`src/keypad_scan_debounce_assert.svh`:
```
// Assertion macros shared by the keypad scanner modules.
// Each macro expects signals clk and rst_n in the scope where it is used.
`ifndef KEYPAD_SCAN_DEBOUNCE_ASSERT_SVH
`define KEYPAD_SCAN_DEBOUNCE_ASSERT_SVH

// Same-cycle implication.
`define KPD_ASSERT_NOW(label, ante, cons, msg) \
    label: assert property (@(posedge clk) disable iff (!rst_n) (ante) |-> (cons)) \
        else $error(msg);

// Next-cycle implication.
`define KPD_ASSERT_NEXT(label, ante, cons, msg) \
    label: assert property (@(posedge clk) disable iff (!rst_n) (ante) |=> (cons)) \
        else $error(msg);

`endif

```
`src/kpd_pkg.sv`:
```
// ----------------------------------------------------------------------------
// kpd_pkg
// Types, constants and the keymap shared by the keypad scanner modules.
// ----------------------------------------------------------------------------
`timescale 1ns / 1ps
`default_nettype none

package kpd_pkg;

    localparam int HISTORY_BITS_DEF = 8;
    localparam int NUM_ROWS         = 4;
    localparam int NUM_COLS         = 4;
    localparam int QUEUE_DEPTH      = 2;

    localparam logic CMD_SCAN = 1'b0;
    localparam logic CMD_POP  = 1'b1;

    typedef enum logic {
        OP_SCAN = 1'b0,
        OP_POP  = 1'b1
    } op_t;

    typedef struct packed {
        op_t        op;
        logic [3:0] rows;
    } item_t;

    typedef struct packed {
        logic       valid;
        logic [3:0] idx;
    } slot_t;

    // ASCII code of a key by key number
    function automatic logic [6:0] key_char_of(input logic [3:0] idx);
        logic [6:0] ch;
        unique case (idx)
            4'd0:    ch = 7'h44; // D
            4'd1:    ch = 7'h43; // C
            4'd2:    ch = 7'h42; // B
            4'd3:    ch = 7'h41; // A
            4'd4:    ch = 7'h23; // #
            4'd5:    ch = 7'h39; // 9
            4'd6:    ch = 7'h36; // 6
            4'd7:    ch = 7'h33; // 3
            4'd8:    ch = 7'h30; // 0
            4'd9:    ch = 7'h38; // 8
            4'd10:   ch = 7'h35; // 5
            4'd11:   ch = 7'h32; // 2
            4'd12:   ch = 7'h2A; // *
            4'd13:   ch = 7'h37; // 7
            4'd14:   ch = 7'h34; // 4
            4'd15:   ch = 7'h31; // 1
            default: ch = 7'h00;
        endcase
        return ch;
    endfunction

endpackage

`default_nettype wire

```
`src/kpd_front.sv`:
```
// ----------------------------------------------------------------------------
// kpd_front
// Input side: accepts beats, decodes the command and holds them in a
// short queue for the execution side.
// ----------------------------------------------------------------------------
`timescale 1ns / 1ps
`default_nettype none

`include "keypad_scan_debounce_assert.svh"

module kpd_front
    import kpd_pkg::*;
#(
    parameter int DEPTH = QUEUE_DEPTH
)
(
    input  wire logic       clk,
    input  wire logic       rst_n,
    input  wire logic       in_valid,
    output logic            in_ready,
    input  wire logic       cmd,
    input  wire logic [3:0] row_bits,
    output logic            q_valid,
    input  wire logic       q_ready,
    output item_t           q_item
);

    localparam int PTR_W = (DEPTH > 1) ? $clog2(DEPTH) : 1;
    localparam int CNT_W = $clog2(DEPTH + 1);
    localparam logic [PTR_W-1:0] LAST_PTR = PTR_W'(DEPTH - 1);
    localparam logic [CNT_W-1:0] FULL_CNT = CNT_W'(DEPTH);

    item_t            mem_reg [DEPTH];
    logic [PTR_W-1:0] wr_ptr_reg, wr_ptr_next;
    logic [PTR_W-1:0] rd_ptr_reg, rd_ptr_next;
    logic [CNT_W-1:0] count_reg, count_next;
    item_t            item_in;
    logic             push;
    logic             pop;

    always_comb
    begin
        item_in.rows = row_bits;
        unique case (cmd)
            CMD_POP:  item_in.op = OP_POP;
            CMD_SCAN: item_in.op = OP_SCAN;
            default:  item_in.op = OP_SCAN;
        endcase
    end

    assign in_ready = (count_reg != FULL_CNT);
    assign q_valid  = (count_reg != '0);
    assign q_item   = mem_reg[rd_ptr_reg];
    assign push     = in_valid && in_ready;
    assign pop      = q_valid && q_ready;

    always_comb
    begin
        wr_ptr_next = wr_ptr_reg;
        rd_ptr_next = rd_ptr_reg;
        count_next  = count_reg;
        if (push)
        begin
            wr_ptr_next = (wr_ptr_reg == LAST_PTR) ? '0 : wr_ptr_reg + 1'b1;
        end
        if (pop)
        begin
            rd_ptr_next = (rd_ptr_reg == LAST_PTR) ? '0 : rd_ptr_reg + 1'b1;
        end
        if (push && !pop)
        begin
            count_next = count_reg + 1'b1;
        end
        else if (pop && !push)
        begin
            count_next = count_reg - 1'b1;
        end
    end

    always_ff @(posedge clk or negedge rst_n)
    begin
        if (!rst_n)
        begin
            wr_ptr_reg <= '0;
            rd_ptr_reg <= '0;
            count_reg  <= '0;
        end
        else
        begin
            wr_ptr_reg <= wr_ptr_next;
            rd_ptr_reg <= rd_ptr_next;
            count_reg  <= count_next;
        end
    end

    always_ff @(posedge clk)
    begin
        if (push)
        begin
            mem_reg[wr_ptr_reg] <= item_in;
        end
    end

    `KPD_ASSERT_NOW(a_count_bound, 1'b1, count_reg <= FULL_CNT, "queue count over depth")
    `KPD_ASSERT_NEXT(a_push_grows, push && !pop, count_reg == $past(count_reg) + 1'b1, "push lost")

endmodule

`default_nettype wire

```
`src/kpd_back.sv`:
```
// ----------------------------------------------------------------------------
// kpd_back
// Execution side: debounce histories, key ring, column counter and the
// output register.
// ----------------------------------------------------------------------------
`timescale 1ns / 1ps
`default_nettype none

`include "keypad_scan_debounce_assert.svh"

module kpd_back
    import kpd_pkg::*;
#(
    parameter int HISTORY_BITS = HISTORY_BITS_DEF
)
(
    input  wire logic       clk,
    input  wire logic       rst_n,
    input  wire logic       q_valid,
    output logic            q_ready,
    input  wire item_t      q_item,
    output logic            out_valid,
    input  wire logic       out_ready,
    output logic [1:0]      column_drive,
    output logic            key_valid,
    output logic [6:0]      key_char,
    output logic [3:0]      key_index
);

    localparam logic [HISTORY_BITS-1:0] PRESS_PATTERN = HISTORY_BITS'(1);

    // hist_reg[0] always belongs to the column being driven; rotate on each tick
    logic [HISTORY_BITS-1:0] hist_reg  [NUM_COLS][NUM_ROWS];
    logic [HISTORY_BITS-1:0] hist_next [NUM_COLS][NUM_ROWS];
    slot_t      slot_reg [2];
    slot_t      slot_next [2];
    logic       ws_reg, ws_next;
    logic       rs_reg, rs_next;
    logic [1:0] col_reg, col_next;

    logic       out_valid_reg, out_valid_next;
    logic [1:0] col_out_reg, col_out_next;
    logic       kv_reg, kv_next;
    logic [6:0] kc_reg, kc_next;
    logic [3:0] ki_reg, ki_next;

    logic       fire;
    slot_t      sel_slot;

    assign q_ready  = !out_valid_reg || out_ready;
    assign fire     = q_valid && q_ready;
    assign sel_slot = slot_reg[rs_reg];

    always_comb
    begin
        logic [HISTORY_BITS-1:0] h_new;
        logic                    ws;

        hist_next      = hist_reg;
        slot_next      = slot_reg;
        ws_next        = ws_reg;
        rs_next        = rs_reg;
        col_next       = col_reg;
        col_out_next   = col_out_reg;
        kv_next        = kv_reg;
        kc_next        = kc_reg;
        ki_next        = ki_reg;
        out_valid_next = out_ready ? 1'b0 : out_valid_reg;
        ws             = ws_reg;
        h_new          = '0;

        if (fire)
        begin
            out_valid_next = 1'b1;
            kv_next        = 1'b0;
            kc_next        = '0;
            ki_next        = '0;
            unique case (q_item.op)
                OP_SCAN:
                begin
                    for (int c = 0; c < NUM_COLS - 1; c++)
                    begin
                        hist_next[c] = hist_reg[c + 1];
                    end
                    // push presses in row order; the ring overwrites
                    for (int r = 0; r < NUM_ROWS; r++)
                    begin
                        h_new = {hist_reg[0][r][HISTORY_BITS-2:0], q_item.rows[r]};
                        hist_next[NUM_COLS-1][r] = h_new;
                        if (h_new == PRESS_PATTERN)
                        begin
                            slot_next[ws] = '{valid: 1'b1, idx: {col_reg, 2'(r)}};
                            ws = ~ws;
                        end
                    end
                    ws_next      = ws;
                    col_next     = col_reg + 2'd1;
                    col_out_next = col_reg + 2'd1;
                end
                OP_POP:
                begin
                    col_out_next = col_reg;
                    if (sel_slot.valid)
                    begin
                        kv_next          = 1'b1;
                        ki_next          = sel_slot.idx;
                        kc_next          = key_char_of(sel_slot.idx);
                        slot_next[rs_reg] = '0;
                        rs_next          = ~rs_reg;
                    end
                end
                default:
                begin
                    col_out_next = col_reg;
                end
            endcase
        end
    end

    always_ff @(posedge clk or negedge rst_n)
    begin
        if (!rst_n)
        begin
            for (int c = 0; c < NUM_COLS; c++)
            begin
                for (int r = 0; r < NUM_ROWS; r++)
                begin
                    hist_reg[c][r] <= '0;
                end
            end
            slot_reg[0]   <= '0;
            slot_reg[1]   <= '0;
            ws_reg        <= 1'b0;
            rs_reg        <= 1'b0;
            col_reg       <= '0;
            out_valid_reg <= 1'b0;
        end
        else
        begin
            hist_reg      <= hist_next;
            slot_reg      <= slot_next;
            ws_reg        <= ws_next;
            rs_reg        <= rs_next;
            col_reg       <= col_next;
            out_valid_reg <= out_valid_next;
        end
    end

    always_ff @(posedge clk)
    begin
        col_out_reg <= col_out_next;
        kv_reg      <= kv_next;
        kc_reg      <= kc_next;
        ki_reg      <= ki_next;
    end

    assign out_valid    = out_valid_reg;
    assign column_drive = col_out_reg;
    assign key_valid    = kv_reg;
    assign key_char     = kc_reg;
    assign key_index    = ki_reg;

    `KPD_ASSERT_NEXT(a_scan_advance, fire && q_item.op == OP_SCAN, col_reg == $past(col_reg) + 2'd1, "column did not advance")
    `KPD_ASSERT_NEXT(a_pop_empty_hold, fire && q_item.op == OP_POP && !sel_slot.valid, rs_reg == $past(rs_reg) && !key_valid, "empty pop moved ring")
    `KPD_ASSERT_NOW(a_no_key_zero, out_valid && !key_valid, key_char == 7'd0 && key_index == 4'd0, "stale key on empty result")

endmodule

`default_nettype wire

```
`src/keypad_scan_debounce.sv`:
```
// A beat waits in the input queue, its result in the output register.
// Throughput: one beat per cycle when not stalled; the two-entry input
// queue and the output register let each side stall on its own.
// Reset: asynchronous; clears histories, key ring, column and queue at once.
// ----------------------------------------------------------------------------
// keypad_scan_debounce
// 4x4 key matrix scanner with per-key debounce history and a two-slot key ring.
// ----------------------------------------------------------------------------
`timescale 1ns / 1ps
`default_nettype none

module keypad_scan_debounce
    import kpd_pkg::*;
#(
    parameter int HISTORY_BITS = HISTORY_BITS_DEF
)
(
    input  wire logic       clk,
    input  wire logic       rst_n,
    input  wire logic       in_valid,
    output logic            in_ready,
    input  wire logic       cmd,
    input  wire logic [3:0] row_bits,
    output logic            out_valid,
    input  wire logic       out_ready,
    output logic [1:0]      column_drive,
    output logic            key_valid,
    output logic [6:0]      key_char,
    output logic [3:0]      key_index
);

    logic  q_valid;
    logic  q_ready;
    item_t q_item;

    kpd_front #(
        .DEPTH (QUEUE_DEPTH)
    ) u_front (
        .clk      (clk),
        .rst_n    (rst_n),
        .in_valid (in_valid),
        .in_ready (in_ready),
        .cmd      (cmd),
        .row_bits (row_bits),
        .q_valid  (q_valid),
        .q_ready  (q_ready),
        .q_item   (q_item)
    );

    kpd_back #(
        .HISTORY_BITS (HISTORY_BITS)
    ) u_back (
        .clk          (clk),
        .rst_n        (rst_n),
        .q_valid      (q_valid),
        .q_ready      (q_ready),
        .q_item       (q_item),
        .out_valid    (out_valid),
        .out_ready    (out_ready),
        .column_drive (column_drive),
        .key_valid    (key_valid),
        .key_char     (key_char),
        .key_index    (key_index)
    );

endmodule

`default_nettype wire

```
`config.mk`:
```
export PLATFORM = sky130hd
export DESIGN_NAME = keypad_scan_debounce
export DESIGN_NICKNAME = d
export VERILOG_FILES = /design/src/kpd_pkg.sv /design/src/kpd_front.sv /design/src/kpd_back.sv /design/src/keypad_scan_debounce.sv
export VERILOG_INCLUDE_DIRS = /design/src /design/src/src
export SDC_FILE = /design/constraint.sdc
export NUM_CORES = 1
export LEC_CHECK = 0
export ABC_AREA = 1
export BUFFER_PORTS_ARGS = -buffer_cell sky130_fd_sc_hd__buf_2
export CORE_MARGIN = 3
export CORE_UTILIZATION = 40
export CTS_BUF_LIST = sky130_fd_sc_hd__clkbuf_4 sky130_fd_sc_hd__clkbuf_8 sky130_fd_sc_hd__clkbuf_16
export DETAILED_ROUTE_END_ITERATION = 10
export GPL_TIMING_DRIVEN = 0
export SETUP_SLACK_MARGIN = 0.15
export SLEW_MARGIN = 20
export SYNTH_ARGS = -nofsm -noshare
export SYNTH_HDL_FRONTEND = slang
export SYNTH_HIERARCHICAL = 1
export SYNTH_SLANG_ARGS = --single-unit
```
`constraint.sdc`:
```
create_clock -name clk -period 6 [get_ports clk]
set_input_delay 1.2 -clock clk [delete_from_list [all_inputs] [get_ports clk]]
set_output_delay 1.2 -clock clk [all_outputs]
set_load 0.005 [all_outputs]
```
---- Word-level counts from Yosys, hierarchy flattened ----
Memories as Yosys holds them, arrays and structs flattened. A register that Yosys moved wholly into a read port is not among the register bits.
Index checks and enable logic that the tools add are counted.
Widths: inputs -> output; s select.
storage, ports and cells
  register bits after elaboration ......... 138
  bits in latches ......................... 0
  bits in writable memories ............... 10
  ROM bits ................................ 112
  input port bits ......................... 9
  output and inout bits ................... 16
  memories ................................ 2
cells by class
  add/subtract/negate cells ............... 5
  multipliers ............................. 0
  divide/modulo/power cells ............... 0
  $lt $le $gt $ge ......................... 10
  equal/unequal tests ..................... 6
  shift-type cells ........................ 0
  muxes and demuxes ....................... 50
  bitwise logic cells ..................... 14
  reductions and logical operators ........ 21
memory list
  memory           words  width  rd ports  clocked after Yosys merged registers in  wr ports  RTL line         text
  (no name shown)  16     7      1         1                                        0         kpd_pkg.sv:36    unique case (idx)
  u_front.mem_reg  2      5      1         0                                        1         kpd_front.sv:33  item_t mem_reg [DEPTH];
operators with widths
  kind                 number
  $mux 10              11
  $bwmux 10            4
  $mux 5               8
  $eq 8x1->1 const B   4
  $demux 5 s1          5
  $pmux 10 s2          1
  $mux 1               17
  $and 10x10->10       1
  $ge 2x2->1 const B   5
  $lt 2x1->1 const B   5
  $not 1->2            5
  $not 10->10          1
  $logic_and 1x1->1    9
  $not 1->1            7
  $reduce_and 2->1     3
  $reduce_bool 2->1    3
  $add 2x1->2 const B  2
  $logic_not 1->1      4
  $mux 2               2
  $ne 2x2->1 const B   2
  $pmux 2 s2           1
  $reduce_and 3->1     1
  $add 1x1->1 const B  2
  $pmux 1 s2           1
  other kinds (2)      2

---- Logic depth before layout (Yosys ltp) ----
An unclocked memory read counts as a cell.
  word-level depth ........................ 21
  mapped depth ............................ 18
  gate-level depth less buffers ........... 18

---- By module ----
The synthesis kept the hierarchy.
modules (own cells, without submodules)
  module     instances  cells each  area an instance (sq um)  seq. area each (sq um)
  kpd_back   1          656         5925.7                    3598.5
  kpd_front  1          54          601.8                     400.4

---- Least setup slack after synthesis ----
Ideal clock, no wire load.
  path type ............................... input to register
  start ................................... in out_ready
  end ..................................... reg u_back/hist_reg[102] in the netlist's numbering
  data arrival time ....................... 2.146 ns
  slack ................................... 3.738 ns
  stages on the path ...................... 9
  path buffers ............................ 2
  cell sequence ........................... inv_1 nand2_1 nand2_1 nor2_4 inv_2 buf_2 buf_2 nand2_1 nand2_1
between the ends
  longest elaborated chain between the ends .. 3
ends and longest elaborated chain
  element                     RTL line                    text
  start: declaration          keypad_scan_debounce.sv:25  input wire logic out_ready,
  $logic_or 1x1->1            kpd_back.sv:50              assign q_ready = !out_valid_reg || out_ready;
  via q_ready                 keypad_scan_debounce.sv:33  logic q_ready;
  $logic_and 1x1->1           kpd_back.sv:51              assign fire = q_valid && q_ready;
  $reduce_and 2->1 (no line)  -
  end signal: assignment      kpd_back.sv:140             hist_reg <= hist_next;
  end: declaration            kpd_back.sv:33              logic [HISTORY_BITS-1:0] hist_reg [NUM_COLS][NUM_ROWS];
The timed path passes the listed nets, and every way through them passes these cells.
A chain may end at the register's enable or synchronous reset.

---- Worst setup path after layout ----
  start ................................... in out_ready
  end ..................................... reg u_back/hist_reg[56] in the netlist's numbering
The elaborated chain is that of the path after synthesis.

==> out/qor_table.md <==
| Parameter | Reported | Unit |
|:---|:---|:---|
| Fraction of post-synthesis cell area in the top cell type by area | 0.5022 | - |
| Filler cell count | 1514 | - |
| Setup repair after global routing missed its margin | no | - |
| Clock root buffer master | clkbuf_16 | - |
| Number of max-slew violations in the final report | 0 | - |
| Synth unique cells | 35 | - |
| EDFF count, synth | 24 | - |
| HP Start | u_back/hist_reg[70]$_DFFE_PN0P_ | - |
| Crit path DAT | 2730 | ps |
| Post-synthesis async set-or-reset flop share | 0.8452 | - |
| Sum of overflow across all layers after global routing | 0 | - |
| Number of placement rows | 46 | - |
| Number of flip-flops under the largest register name | 112 | - |
| Antenna violations before repair | 0 | - |
| Flip-flop and latch count after synthesis | 155 | - |
| Number of nets in the layout | 771 | - |
| Via count of the routed design | 4711 | - |
| Total CTS buffers | 17 | - |
| Post-synthesis instance total | 710 | - |
| Data required time at the worst endpoint | 6330 | ps |
| Ratio of total power to cell area | 591.2 | nW/um2 |
| Share of total power in the clock network | 0.225 | - |
| Area enclosed by the die boundary | 17890 | um2 |
| Final period util | 0.3994 | - |
| Path class of the lowest-slack min-delay path | register to register | - |
| Design internal power | 0.002620 | W |
| Status | finished, final reports clean | - |
| Post-cts hold buffer count | 0 | - |
| Chip width | 133.7 | um |
| Clk pin slew, worst setup/hold paths | 60 | ps |
| Multi-input logic area | 2113 | um2 |
| Mapped Area | 6528 | um2 |
| Drc violations | 0 | - |
| Clk buf depth | 2 | - |
| Layout cells sized above 1 | 0.1330 | - |
| FF+latch area | 3999 | um2 |
| Transition time at the pin with the least slew margin | 887.6 | ps |
| CTS HTree Levels | 4 | - |
| Overall track demand over capacity in global routing | 0.1642 | - |
| Crit path launch | out_ready | - |
| Number of failing setup endpoints in the final timing report | 0 | - |
| TritonCTS sink count | 155 | - |
| Global-route wire length before repair | 23170 | um |
| Slew Limit Headroom | 0.4020 | - |
| Clock network latency to the later pin of the worst-skew pair | 420 | ps |
| Via count of the first global-routing pass | 4717 | - |
| Antenna-violating nets left | 0 | - |
| Number of cells in the finished layout apart from fillers | 983 | - |
| Synthesized net count | 727 | - |
| Overall die height | 133.7 | um |
| Post-synthesis area per instance | 9.194 | um2 |
| Post-route setup TNS | 0 | ps |
| DR iter-0 viols | 348 | - |
| Share of the yosys chip area belonging to registers | 0.6126 | - |
| Average via count per standard cell | 4.792 | - |
| Net switching share of the total power | 0.4100 | - |
| Pin count of the biggest net entering global routing | 68 | - |
| Gpl congestion | 0.8833 | - |
| Estimated wirelength of the detail-placed design | 9220 | um |
| Initial Util | 0.4094 | - |
| Leakage | 3.696 | nW |
| Switching pwr | 0.001821 | W |
| Drt first pass iters | 5 | - |
| Post-cts repair resize count | 0 | - |
| Worst IR Drop VDD | 0.0002768 | V |
| Biggest area contributors in the synthesized netlist | dfrtp_1, nand2_1, edfxtp_1 | - |
| Maximum Capacitance Violations | 0 | - |
| WL final | 13890 | um |
| Fin util | 0.4712 | - |
| Register share of total power | 0.384 | - |
| Kind of launch point of the worst setup path | input port | - |
| Ant. Diodes | 0 | - |
| Top achievable clock speed | 0.4173 | GHz |
| CTS tree | yes | - |
| Core area | 15940 | um2 |
| Placed Cells | 951 | - |
| Number of I/O pins | 25 | - |
| Startpoint of the worst-slack reg-to-reg timing path | u_back/rs_reg$_DFFE_PN0P_ | - |
| Routed length per placed instance | 14.13 | um |
| Library cell with the largest summed area after synthesis | dfrtp_1 | - |
| Count of synthesis-stage warnings from yosys | 6 | - |
| Final-report hold violation count | 0 | - |
| Buffers added on ports | 24 | - |
| Crit Path Category | input port to register | - |
| Most used flip-flop cell after synthesis | dfrtp_1 | - |
| Critical path endpoint category | register | - |
| Worst clock skew | 6.914 | ps |
| Max FO, Critical Path | 10 | - |
| Logic gate share of total power | 0.392 | - |
| Layout overhead on the synthesized area | 15.09 | % |
| Time the final worst path needs with I/O delays and setup | 2397 | ps |
| Postcts setup bufs | 0 | - |
[cell usage after synthesis, types with 2 or more instances]
cell and number:
inv_1 68, or2_1 2, nand3_1 17, nor2_4 5, o21ai_1 2, nand2_4 2, edfxtp_1 24, nand2_1 268
nand3_2 5, nor2_1 24, inv_2 7, a21oi_1 3, clkbuf_1 12, buf_2 12, o21ai_0 94, nand2_2 7
ha_1 8, nand4_1 2, dfrtp_1 131, xnor2_1 2
[final timing paths]
path,endpoint,slack [ps],cells after the start
min,u_back/hist_reg[70]$_DFFE_PN0P_,470,2
min in group asynchronous,u_back/hist_reg[60]$_DFFE_PN0P_,710,1
max,u_back/hist_reg[56]$_DFFE_PN0P_,3600,9
max reg2reg,u_back/key_char[1]$_SDFFCE_PN0P_,3750,8
min reg2reg,u_back/hist_reg[70]$_DFFE_PN0P_,470,2
max in group asynchronous,u_front/count_reg[1]$_DFFE_PN0P_,4610,2
[per-stage QoR]
stage | setup WS [ps] | area, um2 | power (W) | hold slack, ps
2_1_floorplan | 3738 | 6528 | 0.002905 | 434.0
3_3_place_gp | 2037 | 6918 | 0.003392 | 452.8
3_5_place_dp | 3180 | 6955 | 0.003456 | 458.2
4_1_cts | 3625 | 7512 | 0.004471 | 473.8
5_1_grt | 3356 | 7512 | 0.004801 | 489.5
6_report | 3604 | 7512 | 0.004441 | 470.5
[worst max-delay path, stage by stage]
cell and delay [ps]:
buf_2 90, inv_1 40, nand2_1 100, nand2_1 220
nor2_4 110, inv_2 190, clkbuf_1 560, nand2_1 100
o21ai_0 110
[placed cells by master (no fill, tap or decap), types with 3 or more instances in the layout]
cell / instances
inv_2: 7
nor2_4: 5
o21ai_0: 94
dfrtp_1: 131
buf_2: 35
edfxtp_1: 24
nand3_2: 5
clkbuf_1: 12
clkinv_4: 3
nor2_1: 24
inv_1: 68
ha_1: 8
clkinvlp_4: 5
a21oi_1: 3
nand3_1: 17
clkbuf_16: 17
nand2_1: 268
nand2_2: 7
[kinds of logic (layout without fill, tap and decap cells)]
logic type | after synthesis | after routing | share of synthesized area
adders and majority gates | 8 | 8 | 0.01534
xor gates and xnor gates | 4 | 4 | 0.006519
DFF | 155 | 155 | 0.6126
buffers and inverters | 102 | 159 | 0.06364
muxes | 1 | 1 | 0.002108
and+or+nand+nor | 335 | 335 | 0.2162
AOI/OAI and AO/OA | 105 | 105 | 0.08357
[area by class of cell]
type | instances | share of cell area
tap | 216 | 0.03598
clock buffer | 18 | 0.05763
buffer | 27 | 0.01782
sequential | 155 | 0.5323
inverter | 75 | 0.03748
clock inverter | 14 | 0.01649
multi-input combinational | 453 | 0.2813
timing repair buffer | 25 | 0.02099
[power by group through the flow]
stage	logic (W)	registers, W	clock network [W]
after floorplan	0.00123	0.00168	0
after global routing	0.00198	0.00175	0.00107
after CTS	0.00175	0.00170	0.00102
after global placement	0.00169	0.00171	0
after detailed placement	0.00174	0.00172	0
final	0.00174	0.00170	0.000997
[metal layers]
metal	global-route usage	vias up	wire length (um)
met5	0	-	0
met3	0.04418	15	573
met4	0.04971	0	173
li1	-	2308	-
met2	0.2670	97	6558
met1	0.2165	2291	6582
No activity file was read; power rests on OpenSTA's default activity.
